--- config.mk ---
export PLATFORM = sky130hd
export DESIGN_NAME = swm_cell
export DESIGN_NICKNAME = d
export VERILOG_FILES = /design/src/hdl/swm_pkg.sv /design/src/hdl/swm_cell.sv
export SDC_FILE = /design/constraint.sdc
export NUM_CORES = 1
export LEC_CHECK = 0
export BUFFER_PORTS_ARGS = -buffer_cell sky130_fd_sc_hd__buf_4
export CAP_MARGIN = 15
export CORE_ASPECT_RATIO = 0.75
export CORE_MARGIN = 2
export CORE_UTILIZATION = 52
export DETAILED_ROUTE_END_ITERATION = 10
export PLACE_DENSITY = 0.88
export SYNTH_ARGS = -nofsm -noshare
export SYNTH_HDL_FRONTEND = slang
export SYNTH_SLANG_ARGS = --single-unit
--- constraint.sdc ---
create_clock -name clock -period 5.35 [get_ports clock]
set_input_delay 1.07 -clock clock [delete_from_list [all_inputs] [get_ports clock]]
set_output_delay 1.07 -clock clock [all_outputs]
set_load 0.02 [all_outputs]
--- src/hdl/swm_pkg.sv ---
// swm_pkg: shared constants for the sliding window maximum block
// no dependencies; imported by the cell and the top level
`default_nettype none
package swm_pkg;
   localparam int unsigned CSR_WIDTH    = 7;
   localparam int unsigned WINDOW_RESET = 1;

   typedef logic [CSR_WIDTH-1:0] csr_word_type;
endpackage
`default_nettype wire

--- src/hdl/swm_cell.sv ---
// swm_cell: one cell of the running-maximum chain
// holds the maximum of the last (position + 1) samples; depends on swm_pkg
`default_nettype none
module swm_cell
   import swm_pkg::*;
#(
   parameter int unsigned WIDTH = 32
) (
   input  wire logic                    clock,
   input  wire logic                    load,
   input  wire logic signed [WIDTH-1:0] sample_in,
   input  wire logic signed [WIDTH-1:0] prev_in,
   output logic signed [WIDTH-1:0]      max_out
);
   logic signed [WIDTH-1:0] max_ff;
   logic signed [WIDTH-1:0] max_in;

   always_comb begin
      max_in = (prev_in > sample_in) ? prev_in : sample_in;
   end

   always_ff @(posedge clock) begin
      if (load) begin
         max_ff <= max_in;
      end
   end

   assign max_out = max_ff;
endmodule
`default_nettype wire

# Word-level counts from Yosys, hierarchy flattened
# Cells that the tools add are included.
[word_totals] regBits=32 output_inout_bits=32 wordCells=3
[op_classes] n_lt_le_gt_ge=1 mux=1
[ops] operator="$gt 32x32->1" n=1
[ops] operator="$mux 32" n=1

# Logic depth before layout (Yosys ltp)
# Gate-level depths: netlist (run 1).
[logic_depth] word_depth=2 mapped_depth=10

# Least setup slack after synthesis (run 1)
# Ideal clock, no wire load.
[synth_timing] path_kind="in2reg" startpoint="in sample_in[31]" endpoint="reg max_ff[10] (netlist: max_out[10]) (data pin)" setup_ps=260 arrival_time_ps=3305 required_ps=5090 path_slack_ps=1784 cell_stages=10 path_buffers=1 cell_sequence="inv_1 -> ha_1 -> nand4_2 -> nor4_4 -> nand4_2 -> or3_1 -> o2111ai_1 -> o221a_4 -> buf_12 -> mux2_4"
[synth_via] elab_chain_cells=2
[synth_rtl] element="start, declared" line_no="swm_cell.sv:11" rtl="input wire logic signed [WIDTH-1:0] sample_in,"
[synth_rtl] element="$gt 32x32->1" line_no="swm_cell.sv:19" rtl="max_in = (prev_in > sample_in) ? prev_in : sample_in;"
[synth_rtl] element="$mux 32" line_no="swm_cell.sv:19"
[synth_rtl] element="net max_in[10]" line_no="swm_cell.sv:16" rtl="logic signed [WIDTH-1:0] max_in;"
[synth_rtl] element="end signal, assigned" line_no="swm_cell.sv:24" rtl="max_ff <= max_in;"
[synth_rtl] element="end, declared" line_no="swm_cell.sv:15" rtl="logic signed [WIDTH-1:0] max_ff;"
# The timed path passes the listed nets, and every way through them passes these cells.
# A chain may end at the register's enable or synchronous reset.

# Worst setup path after layout (run 1)
[layout_timing] startpoint="in sample_in[31]" endpoint="reg max_ff[31] (netlist: max_out[31]) (data pin)"
[layout_via] elab_chain_cells=2
[layout_rtl] element="$gt 32x32->1" line_no="swm_cell.sv:19"
[layout_rtl] element="$mux 32 *" line_no="swm_cell.sv:19"
[layout_rtl] element="net max_in[31]" line_no="swm_cell.sv:16"
# The timed path passes the listed nets; every way through them passes the cells marked *.

==> metrics.txt, run 1 <==
HP Class=in2reg; Fin Hold WS=~1100 ps; via count=1722; GP Congestion=0.7372; actual slew at the worst max-slew pin=668.5 ps; Remaining DRCs=0; Final Slew Violations=0; initial cell density of the core=53.23%; first-pass iteration count of the detailed router=4; net count after synthesis=about 280; row count=21; number of global-route vias before repair=between 1500 and 2000; first-pass GRT wire length=around 8.1 mm; setup bufs post-CTS=0; Worst path max stage delay=670 ps; sequential share of the synthesized area=40.89%; # setup viols final=0; DR iter-0 viols=64; Final period util=72.68%; post-DR vias/cell=just over 5; ANT nets after route=0; # IOs=98; Clock Pin Slew Worst Setup and Hold Paths=70 ps; run status=finished clean; placed insts=331; FMAX=around 260 MHz; grt total ovfl=0; Async SR Flop Fraction=0%; design area=0.003172 mm²; VDD IR max=~0.13 mV; DP HPWL=4.049 mm; worst path buffer plus inverter count=2; Num CTS Buffers=5; # H-tree levels=2; setup total negative slack=0 ps; RSZ-0062 raised after global routing=false; share of cells above drive strength 1=50.00%; final net count=379; final period demand of the worst path=3889 ps; mean post-synth cell area=13.05 µm²; final hold vios=0; Root Driver=clkbuf_8; Gate power share=34.8%; CTS Sinks=32; Synth warnings=0; largest net degree at the start of global routing=33; WP data arrival=3920 ps; Post-DP Area=~0.0031 mm²; Leak Pwr=1.652 nW; Slew headroom=55.43%; most frequent cells in the layout=buf_4, inv_1, ha_1, edfxtp_1, mux2_4; CTS Hold Bufs=0; switching pwr=around 220 µW; Gates resized, CTS repair=0; sequential cell area=about 960 µm²; Max FO, Critical Path=32; max reg flops=32; CP Launch Type=primary input; I/O Buffers=just under 100; most common cell after layout, fill and taps aside=buf_4; post-synth cell types=26; internal power=540.3 µW; Longest Clk Path Bufs=2; Crit path required time=5380 ps; Core ar.=0.004414 mm²; overall die height=62.22 µm; Cells after Synth=180; total global-route track usage=20.89%; Area Overhead vs Synth=34.98%; Post-synth EDFFs=32; share of power burned in registers=42.1%; CP Capture Type=flip-flop; CTS tree=done; cell family with most CP delay=simple AND/OR/NAND/NOR gates; Crit Path Class=in2reg; Die Wd=81.62 µm; clock network power share=23.1%; slowest cell on the critical path=o221a_4; #FFs+latches synth=32; Mapped Area=0.002350 mm²; initial antenna violation count=0; maximum capacitance violations=0; multi-input logic area=0.001201 mm²; Routed WL=5.052 mm; Crit path top cell by count=nand4_2; Non-Filler Instances=339; Synth Flop Type=edfxtp_1; PD cells=239.1 mW/mm²; Die ar.=0.005078 mm²; drt wl/cell=14.90 µm; ant diodes=0; # fillers=316; sw frac=about 29%; CP cell instances=buf_4 > inv_1 > ha_1 > nand4_2 > nor4_4 > nand4_2 > or3_1 > o2111ai_1 > o221a_4 > mux2_2
synth_stat cells (3+ instances only):
master / count / share of area (%)
inv_1: 34 / 5.4
edfxtp_1: 32 / 41
ha_1: 32 / 17
mux2_4: 30 / 19
a21oi_1: 11 / 2.3
nand2_1: 9 / 1.4
a21o_1: 3 / 0.96
buf_12: 3 / 2.6
nand3_1: 3 / 0.64
nand4_1: 3 / 0.80
through the flow:
stage | setup slack (ps) | total power, mW | utilization [%]
floorplan | 1784 | 0.4919 | -
global placement | 1273 | 0.5821 | 69.98
detailed placement | 1158 | 0.5892 | 69.98
CTS | 1452 | 0.7656 | 71.85
global route | 1294 | 0.8015 | 71.85
finish | 1461 | 0.7584 | 71.85
path summary, 6_finish.rpt:
kind                           from     endpoint  slack, ps  depth (start not counted)
worst max-delay path  sample_in[31]  max_out[31]       1460                         10
worst min-delay path   sample_in[1]   max_out[1]       1100                          2
layout make-up:
class	instances	share of cell area, %
multi-input combinational	111	37.87
sequential	32	30.30
tap	57	2.249
clock buffer	5	2.170
timing repair buffer	97	22.96
inverter	34	4.024
clock inverter	3	0.4339
routing by layer:
metal / vias up / part of all wire, % / global-route usage (%)
met3: 9 / 6.4 / 4.506
li1: 862 / - / -
met1: 791 / 43 / 25.75
met5: - / 0 / 0
met2: 60 / 49 / 35.25
met4: 0 / 1.8 / 8.333
cells by family (layout without fill, tap and decap cells):
group                    Yosys count  after routing  synth area share, %
AO/OA/AOI/OAI                     23             23                7.615
AND/OR/NAND/NOR                   24             24                6.336
buffers and inverters             37            139                7.987
flip-flops                        32             32                40.89
adder cells (fa/ha/maj)           32             32                17.04
multiplexers                      32             32                20.13
power groups by stage:
| stage | clock network (mW) | logic (mW) | registers [mW] |
|---|---|---|---|
| 2_1_floorplan | 0 | 0.129 | 0.363 |
| 3_3_place_gp | 0 | 0.258 | 0.325 |
| 3_5_place_dp | 0 | 0.264 | 0.325 |
| 4_1_cts | 0.181 | 0.265 | 0.320 |
| 5_1_grt | 0.194 | 0.285 | 0.323 |
| 6_report | 0.175 | 0.264 | 0.319 |
No activity file was read; power rests on OpenSTA's default activity.
==> run 2: changes to the inputs <==
--- a/config.mk
+++ b/config.mk
@@ -9,9 +9,9 @@
 export CAP_MARGIN = 15
 export CORE_ASPECT_RATIO = 0.75
 export CORE_MARGIN = 2
-export CORE_UTILIZATION = 52
+export CORE_UTILIZATION = 44
 export DETAILED_ROUTE_END_ITERATION = 10
-export PLACE_DENSITY = 0.88
+export PLACE_DENSITY = 0.79
 export SYNTH_ARGS = -nofsm -noshare
 export SYNTH_HDL_FRONTEND = slang
 export SYNTH_SLANG_ARGS = --single-unit
==> constraint.sdc (replaced) <==
create_clock -name clock -period 3.2 [get_ports clock]
set_input_delay 0.64 -clock clock [delete_from_list [all_inputs] [get_ports clock]]
set_output_delay 0.64 -clock clock [all_outputs]
set_load 0.02 [all_outputs]
==> metrics.txt, run 2 (synthesis gave the netlist of run 1 again) <==
ANT nets after route=0 (unchanged); cell family with most CP delay=simple AND/OR/NAND/NOR gates; Remaining DRCs=0 (unchanged); run status=finished clean; share of cells above drive strength 1=52.05% (+2.1 points); DP HPWL=4.205 mm (+3.9%); # IOs=98 (unchanged); clock network power share=27.9% (+4.8 points); initial cell density of the core=44.86% (-8.4 points); setup total negative slack=0 ps (unchanged); min-delay src=sample_in[4]; Gates resized, CTS repair=0 (unchanged); final net count=389 (+2.6%); drt wl/cell=14.04 µm (-5.8%); VDD IR max=0.1731 mV (+36%); Root Driver=clkbuf_8; CP Launch Type=primary input; Final Slew Violations=0 (unchanged); via count=1716 (-0.35%); FMAX=approximately 330 MHz; max reg flops=32 (unchanged); initial antenna violation count=0 (unchanged); first-pass iteration count of the detailed router=4 (unchanged); post-DR vias/cell=4.676 (-8.0%); setup bufs post-CTS=0 (unchanged); HP Class=in2reg; worst path buffer plus inverter count=3 (+1); # fillers=434 (+37%); CP Capture Type=flip-flop; Clock Pin Slew Worst Setup and Hold Paths=70 ps (about the same); Crit Path Class=in2reg; Die ar.=0.005947 mm² (+17%); most common cell after layout, fill and taps aside=buf_4; Num CTS Buffers=5 (unchanged); sw frac=27.52% (-1.2 points); placed insts=359 (+8.5%); overall die height=67.29 µm (+8.1%); # H-tree levels=2 (unchanged); CTS tree=done; Gate power share=33.8% (-1.0 points); maximum capacitance violations=0 (unchanged); final period demand of the worst path=3034 ps; hold endpoint=max_out[4]; share of power burned in registers=38.3% (-3.8 points); number of global-route vias before repair=1689 (-7.4%); Max FO, Critical Path=9 (-72%); Crit path required time=3230 ps (-2150 ps); Hold Crit Depth=2 (unchanged); Non-Filler Instances=367 (+8.3%); Area Overhead vs Synth=41.96%; PD cells=419.0 mW/mm² (+75%); Slew headroom=64.98% (+9.5 points); pre-CTS WS=-143.0 ps (-1301 ps); Worst path max stage delay=390 ps (-280 ps); CTS Sinks=32 (unchanged); internal power=1.013 mW (+87%); Final Worst Setup Slack=166.1 ps (-1295 ps); row count=23 (+9.5%); WP data arrival=3070 ps (-850 ps); final hold vios=0 (unchanged); total global-route track usage=17.09% (-3.8 points); Core ar.=0.005238 mm² (+19%); Longest Clk Path Bufs=2 (unchanged); Final period util=94.81%; switching pwr=384.6 µW (+76%); first-pass GRT wire length=7.548 mm (-6.4%); I/O Buffers=97 (unchanged); GP Congestion=0.8191 (+11%); largest net degree at the start of global routing=33 (unchanged); Routed WL=5.152 mm (+2.0%); actual slew at the worst max-slew pin=520.5 ps (-148.0 ps); Die Wd=88.38 µm (+8.3%); Leak Pwr=1.723 nW (+4.3%); slowest cell on the critical path=nor4_4; DR iter-0 viols=54 (-16%); most frequent cells in the layout=buf_4, inv_1, ha_1, edfxtp_1, mux2_4; RSZ-0062 raised after global routing=false; grt total ovfl=0 (unchanged); CP cell instances=buf_4 > inv_1 > ha_1 > nand4_1 > nor4_4 > nand4_2 > or3_1 > o2111ai_1 > o221a_4 > buf_12 > mux2_2; ant diodes=0 (unchanged); # setup viols final=0 (unchanged); CTS Hold Bufs=0 (unchanged); Final Core Density=63.69% (-8.2 points)
-- run 2: cell count changes in the layout (fill, tap and decap cells not counted), sizes merged --
cell,delta
buf,+10
bufinv,+1
clkinvlp,+1
clkinv,-2
-- run 2: area by class of cell --
| cell class | instances | area, µm² | share of cell area [%] |
|---|---|---|---|
| multi-input combinational | 111 | 1201 | 36.01 |
| sequential | 32 | 960.9 | 28.81 |
| timing repair buffer | 107 | 840.8 | 25.21 |
| inverter | 34 | 127.6 | 3.826 |
| tap | 75 | 93.84 | 2.813 |
| clock buffer | 5 | 68.82 | 2.063 |
| clock inverter | 3 | 42.54 | 1.275 |
-- run 2: power by group through the flow --
stage / logic, mW / clock network, mW / registers (mW)
2_1_floorplan: 0.215 / 0 / 0.607
3_3_place_gp: 0.464 / 0 / 0.544
5_1_grt: 0.509 / 0.411 / 0.540
6_report: 0.473 / 0.390 / 0.535
4_1_cts: 0.477 / 0.400 / 0.536
3_5_place_dp: 0.475 / 0 / 0.545
-- run 2: routing by layer --
layer	up-vias	wire, µm	GRT usage [%]
met3	10	322	4.890
met1	768	2291	20.86
met4	0	101	7.955
li1	879	-	-
met2	59	2437	28.10
met5	-	0	0
-- run 2: worst max-delay path by stage --
stage / start / end / slack (ps) / cells past startpoint
final: sample_in[26] / max_out[31] / 170 / 11
after global routing: sample_in[26] / max_out[19] / 20 / 11
after CTS: sample_in[26] / max_out[31] / 160 / 11
after detailed placement: sample_in[26] / max_out[12] / -140 / 11
after global placement: sample_in[27] / max_out[31] / -60 / 11
after floorplan: sample_in[31] / max_out[10] / 60 / 10
-- run 2: through the flow --
stage	area (µm²)	total power, mW	hold WS [ps]
after floorplan	2350	0.8224	752.5
after global placement	3224	1.008	950.8
after detailed placement	3224	1.020	952.4
after CTS	3336	1.413	647.0
after global routing	3336	1.460	651.6
final	3336	1.398	656.3
